### src/bsva_pkg.sv
// Shared constants, types and codes for the block sparse vector accumulator.
`default_nettype none
package bsva_pkg;

   // table geometry
   localparam int CAPACITY        = 256;
   localparam int SLOT_BITS       = $clog2(CAPACITY);
   localparam int COUNT_BITS      = $clog2(CAPACITY + 1);
   localparam int MAX_BLOCK_WORDS = 16;
   localparam int ELEM_BITS       = $clog2(MAX_BLOCK_WORDS);
   localparam int KEY_BITS        = 24;
   localparam int VALUE_BITS      = 64;
   localparam int DIM_BITS        = 3;
   localparam int WADDR_BITS      = SLOT_BITS + ELEM_BITS;

   // stream word layout
   localparam int REQ_DATA_BITS = 96;
   localparam int RSP_DATA_BITS = 88;

   // result status codes
   typedef enum logic [2:0] {
      STATUS_OK        = 3'd0,
      STATUS_FULL      = 3'd1,
      STATUS_BAD_DIM   = 3'd2,
      STATUS_BAD_ELEM  = 3'd3,
      STATUS_NOT_FOUND = 3'd4
   } status_type;

   // item kinds
   typedef enum logic {
      KIND_ADD  = 1'b0,
      KIND_READ = 1'b1
   } kind_type;

   // sequencer states
   typedef enum logic [2:0] {
      S_IDLE,
      S_SEARCH,
      S_ZERO,
      S_WREAD,
      S_WUPD,
      S_DONE
   } state_type;

endpackage
`default_nettype wire

### src/bsva_sat_add.sv
// Saturating signed Q32.32 adder shared by all add items.
`default_nettype none
module bsva_sat_add (
   input  wire logic [bsva_pkg::VALUE_BITS-1:0] a,
   input  wire logic [bsva_pkg::VALUE_BITS-1:0] b,
   output logic      [bsva_pkg::VALUE_BITS-1:0] sum
);

   localparam int MSB = bsva_pkg::VALUE_BITS - 1;

   logic [MSB:0] raw;
   logic         ovf;

   // overflow when operands agree in sign and the sum does not
   always_comb begin
      raw = a + b;
      ovf = ~(a[MSB] ^ b[MSB]) & (a[MSB] ^ raw[MSB]);
      if (ovf) begin
         sum = a[MSB] ? {1'b1, {MSB{1'b0}}} : {1'b0, {MSB{1'b1}}};
      end else begin
         sum = raw;
      end
   end

endmodule
`default_nettype wire
### config.mk
export PLATFORM = sky130hd
export DESIGN_NAME = bsva_sat_add
export DESIGN_NICKNAME = d
export VERILOG_FILES = /design/src/bsva_pkg.sv /design/src/bsva_sat_add.sv
export SDC_FILE = /design/constraint.sdc
export NUM_CORES = 1
export LEC_CHECK = 0
export ABC_AREA = 1
export BUFFER_PORTS_ARGS = -buffer_cell sky130_fd_sc_hd__buf_2
export CORE_MARGIN = 2
export CORE_UTILIZATION = 35
export DETAILED_ROUTE_END_ITERATION = 8
export SLEW_MARGIN = 20
export SYNTH_ARGS = -nofsm -noshare
export SYNTH_HDL_FRONTEND = slang
export SYNTH_SLANG_ARGS = --single-unit
### constraint.sdc
create_clock -name vclk -period 3.67
set_clock_uncertainty 0.15 [all_clocks]
set_input_delay 0.367 -clock vclk [all_inputs]
set_output_delay 0.367 -clock vclk [all_outputs]
set_load 0.05 [all_outputs]
==> qor.yml, run 1 <==
run_status: "finished, final reports clean"
min_from: "a[63]"
crit_chain: "buf_2 > ha_1 > inv_1 > fa_1 > inv_1 > nand3_1 > nand2_1 > nand2_1 > nand2_1 > nand3_1 > nand2_1 > nand2_1 > nand3_1 > nand2_1 > nand2_1 > nand2_2 > nand2_1 > buf_2"
hold_viol_final: 0
peakVddDrop_mv: 0.1447
ant_nets: 0
worst_slew_pin_slew_ns: 0.5124
die_w_um: 141.6
synth.mux.area_fraction_pct: 0
diodes: 0
coreArea_um2: 18640
synth_fp_nets: 1609
setup_violations: 0
hp-class: "in -> out"
die_h_um: 141.6
slowest_delay_ns: 0.40
gp_congestion: 0.9975
grt.total_usage_pct: 24.04
syn_area_um2: 6629
drv_cap: 0
avgSynthCellArea_um2: 4.678
hold_path_end: "sum[63]"
areaGrowthSynthToFinish_pct: 17.67
nFillCells: 2272
synth_compound_area_share_pct: 4.455
grt_pass1_wl_mm: 38.36
grt_antenna_before_repair: 0
slew_viol_final: 0
fmax_mhz: 306.8
cpMostUsedCell: "nand2_1"
final_core_util_pct: 41.84
required_ns: 3.15
io_pins: 192
grt_pass1_vias: 7658
ys_seq_area_share_pct: 0
synth_simple_gate_area_share_pct: 58.83
crit_fanout: 4
p_int_w: 0.0005278
power_frac_comb_pct: 100.0
finalCriticalPeriod_ns: 3.260
design.seq.count: 0
io_buffers: 192
final_common_cell: "nand2_1"
worst_setup_path_start_kind: "input pin"
vias_per_cell: 4.553
most-common-layout-cells: "656 x nand2_1, 306 x inv_1, 192 x buf_2, 112 x nor2_1, 70 x nand2_2"
cts-resized-gates: 0
tns_ns: 0
drive_above_1_share_pct: 18.47
holdBufCountCts: 0
synth_cell_type_count: 28
p_switching_w: 0.001386
overflow: 0
vias: 8364
drc: 0
cts_setup_buffers: 0
seq_power_share_pct: 0
switching_share_pct: 72.41
clkbuf_count: 0
synth_warnings: 0
end_kind: "primary output"
synth_xor_area_share_pct: 3.964
nets: 1797
power.density_nw_per_um2: 245.3
pre_cts_slack_ns: 0.4366
cp.arrival_ns: 2.74
initialDrtViolationCount: 398
syn_inst: 1417
period_share_pct: 88.82
rows: 50
wl_mm: 24.89
grt_max_degree: 64
hold_depth: 4
dr.pass1.iters: 5
hpwlAfterDp_mm: 22.37
start_util_pct: 35.56
grt_setup_unrepaired: "false"
layout_setup_ws_ns: 0.4102
hold-worst-slack_ns: 1.033
routedWlPerCell_um: 13.55
die_area_um2: 20060
synth_top_family_by_area: "simple AND/OR/NAND/NOR gates"
p_leak_nw: 5.465
clockPowerShare_pct: 0
synthAdderAreaFrac_pct: 12.19
slew_headroom_pct: 65.58
critPathSlowestCell: "fa_1"
worstSetupPathType: "in -> out"
area.sequential_um2: 0
## critical path: cells and delay by family
kind	cells	cell delay, ns
fa+ha+maj	2	0.60
simple gates	12	1.22
buf+inv	4	0.54
## power groups by stage
stage | registers [W] | clock network (W) | logic [W]
after global placement | 0 | 0 | 0.00191
after detailed placement | 0 | 0 | 0.00191
after CTS | 0 | 0 | 0.00192
after global routing | 0 | 0 | 0.00210
after floorplan | 0 | 0 | 0.00143
final | 0 | 0 | 0.00191
## per-layer routing
metal / share of wire (%) / GRT usage (%) / vias to the layer above
li1: - / - / 4542
met1: 46 / 31.11 / 3588
met2: 48 / 44.40 / 206
met3: 4.6 / 1.350 / 28
met4: 2.1 / 4.263 / 0
met5: 0 / 0 / -
## synthesized netlist by cell type
cell type | n | share of area, %
a21oi_2 | 2 | 0.26
nand4_1 | 12 | 1.1
buf_4 | 1 | 0.11
buf_2 | 5 | 0.38
a21o_1 | 1 | 0.11
fa_1 | 1 | 0.30
inv_1 | 306 | 17
buf_12 | 7 | 2.1
ha_1 | 63 | 12
nand2_1 | 656 | 37
o21ai_0 | 3 | 0.23
clkinv_1 | 1 | 0.057
nor2_2 | 8 | 0.76
nand2_2 | 70 | 6.6
nand3_2 | 2 | 0.30
nor3_1 | 11 | 0.83
nor2_4 | 2 | 0.34
o21ai_1 | 1 | 0.075
inv_2 | 10 | 0.57
a21oi_1 | 41 | 3.1
nand3_1 | 62 | 4.7
nor2_1 | 112 | 6.3
nor4_1 | 1 | 0.094
nor3_2 | 2 | 0.30
o21bai_1 | 6 | 0.68
xnor2_1 | 1 | 0.13
nand3b_4 | 1 | 0.30
xor2_1 | 29 | 3.8
## cells by family (layout without fill, tap and decap cells)
family | Yosys count | after routing
AND/OR/NAND/NOR | 939 | 939
AO/OA/AOI/OAI | 54 | 54
XOR/XNOR | 30 | 30
adder cells (fa/ha/maj) | 64 | 64
buffers and inverters | 330 | 516
## through the flow
stage                     std cells  power [W]  area (um^2)
after floorplan                1417   0.001431         6629
after global placement         1837   0.001909         7800
after detailed placement       1837   0.001913         7800
after CTS                      1837   0.001919         7800
after global routing           1837   0.002095         7800
final                          1837   0.001913         7800
## area by class of cell
type,count,area [um^2],share of cell area (%)
timing repair buffer,199,1051,13.47
multi-input combinational,1087,5266,67.52
tap,234,292.8,3.754
inverter,317,1190,15.26
## worst max-delay path by stage
stage	from	endpoint	slack, ns
6_report	a[0]	sum[48]	0.41
5_1_grt	a[0]	sum[48]	0.14
4_1_cts	a[0]	sum[36]	0.44
3_5_place_dp	a[0]	sum[36]	0.44
3_3_place_gp	a[0]	sum[40]	0.44
2_1_floorplan	a[5]	sum[63]	0.52
Note: power is estimated with default switching activity, not from simulation.
==> run 2: changes to the inputs <==
--- a/config.mk
+++ b/config.mk
@@ -8,8 +8,10 @@
 export ABC_AREA = 1
 export BUFFER_PORTS_ARGS = -buffer_cell sky130_fd_sc_hd__buf_2
 export CORE_MARGIN = 2
-export CORE_UTILIZATION = 35
+export CORE_UTILIZATION = 60
 export DETAILED_ROUTE_END_ITERATION = 8
+export GPL_TIMING_DRIVEN = 0
+export PLACE_DENSITY = 0.91
 export SLEW_MARGIN = 20
 export SYNTH_ARGS = -nofsm -noshare
 export SYNTH_HDL_FRONTEND = slang
==> run 2 against run 1 <==
  * Via count rose by 6.6%
  * Cell area shrank 0.45%
  * Global-route usage is 15 points higher
  * Critical path depth fell by 4
  * Hold slack better by 0.019 ns
  * Largest cell class unchanged
==> qor.yml, run 2 (same netlist as run 1, synthesis figures left out) <==
final_common_cell: "nand2_1"
drv_cap: 0  # unchanged
clockPowerShare_pct: 0  # unchanged
area.sequential_um2: 0  # unchanged
seq_power_share_pct: 0  # unchanged
cp.arrival_ns: 2.82  # +0.08 ns
drc: 0  # unchanged
finalCriticalPeriod_ns: 3.340  # +0.07978 ns
vias: 8918  # +6.6%
die_area_um2: 11910  # -41%
hold_depth: 4  # unchanged
initialDrtViolationCount: 708  # +78%
p_leak_nw: 5.504  # +0.71%
p_int_w: 0.0005401  # +2.3%
start_util_pct: 61.42  # +26 points
holdBufCountCts: 0  # unchanged
cpMostUsedCell: "nand2_1"
cts-resized-gates: 0  # unchanged
design.seq.count: 0  # unchanged
critPathSlowestCell: "ha_1"
grt_setup_unrepaired: "false"
cts_setup_buffers: 0  # unchanged
grt.total_usage_pct: 39.12  # +15 points
slew_headroom_pct: 69.84  # +4.3 points
hold_viol_final: 0  # unchanged
hold_path_end: "sum[63]"
power_frac_comb_pct: 100.0  # about the same
die_w_um: 109.1  # -23%
rows: 38  # -24%
grt_pass1_vias: 7977  # +4.2%
worstSetupPathType: "in -> out"
min_from: "a[63]"
overflow: 0  # unchanged
coreArea_um2: 10790  # -42%
nets: 1803  # +0.33%
areaGrowthSynthToFinish_pct: 17.14
crit_chain: "buf_2 > ha_1 > nand2_1 > inv_1 > a21oi_1 > o21ai_1 > nand2_1 > nand2_1 > a21oi_2 > nand2_1 > nand2_2 > buf_2 > nand2_1 > buf_2"
setup_violations: 0  # unchanged
vias_per_cell: 5.099  # +12%
run_status: "finished, final reports clean"
hp-class: "in -> out"
most-common-layout-cells: "656 x nand2_1, 306 x inv_1, 197 x buf_2, 112 x nor2_1, 70 x nand2_2"
slowest_delay_ns: 0.40  # about the same
peakVddDrop_mv: 0.2293  # +58%
grt_pass1_wl_mm: 36.96  # -3.7%
pre_cts_slack_ns: 0.4032  # -0.03332 ns
worst_setup_path_start_kind: "input pin"
io_pins: 192  # unchanged
diodes: 0  # unchanged
end_kind: "primary output"
grt_max_degree: 11  # -83%
required_ns: 3.15  # about the same
wl_mm: 23.84  # -4.2%
grt_antenna_before_repair: 0  # unchanged
switching_share_pct: 72.10  # -0.31 points
slew_viol_final: 0  # unchanged
tns_ns: 0  # unchanged
die_h_um: 109.1  # -23%
clkbuf_count: 0  # unchanged
ant_nets: 0  # unchanged
drive_above_1_share_pct: 18.77  # +0.30 points
power_w: 0.001936  # +1.2%
fmax_mhz: 299.4  # -2.4%
period_share_pct: 91.00  # +2.2 points
crit_fanout: 10  # +6
dr.pass1.iters: 6  # +1
layout_setup_ws_ns: 0.3304  # -0.07978 ns
p_switching_w: 0.001396  # +0.76%
routedWlPerCell_um: 13.63  # +0.58%
gp_congestion: 1.073  # +7.5%
worst_slew_pin_slew_ns: 0.4490  # -0.06342 ns
io_buffers: 192  # unchanged
power.density_nw_per_um2: 249.3  # +1.6%
hpwlAfterDp_mm: 21.03  # -6.0%
==> run 2: final cells by class <==
type / instances / area (um^2)
Buffer: 13 / 172.7
Timing Repair Buffer: 192 / 960.9
Multi-Input combinational cell: 1087 / 5266
Inverter: 317 / 1190
Tap cell: 140 / 175.2
Fill cell: 1043 / 3028
==> run 2: worst max-delay path: cells and delay by family <==
kind,cells,cell delay [ns]
compound gates,3,0.56
simple gates,6,0.79
fa+ha+maj,1,0.40
buf+inv,4,0.70
==> run 2: power groups by stage <==
stage	logic, W	registers [W]	clock network (W)
floorplan	0.00143	0	0
global placement	0.00188	0	0
detailed placement	0.00190	0	0
CTS	0.00191	0	0
global route	0.00210	0	0
finish	0.00194	0	0
==> run 2: how the worst max path moves through the flow <==
stage | endpoint | slack (ns) | from | cells after the start
6_report | sum[59] | 0.33 | a[50] | 14
5_1_grt | sum[45] | 0.18 | a[50] | 14
4_1_cts | sum[53] | 0.39 | a[50] | 14
3_5_place_dp | sum[53] | 0.40 | a[50] | 14
3_3_place_gp | sum[45] | 0.36 | a[50] | 14
2_1_floorplan | sum[63] | 0.52 | a[5] | 12
==> run 2: per-layer routing <==
| layer | GRT usage [%] | routed length [um] | vias to the layer above |
|---|---|---|---|
| li1 | - | - | 4560 |
| met1 | 45.98 | 9412 | 3833 |
| met2 | 68.19 | 10930 | 435 |
| met3 | 4.543 | 1970 | 90 |
| met4 | 22.44 | 1528 | 0 |
| met5 | 0 | 0 | - |
==> run 2: stage by stage <==
step	hold WS (ns)	area (um^2)	cells	utilization, %
final	1.052	7765	1749	71.95
after global routing	1.116	7765	1749	71.95
after CTS	1.053	7765	1749	71.95
after detailed placement	1.050	7765	1749	71.95
after global placement	1.013	7765	1749	71.95
after floorplan	1.028	6629	1417	-
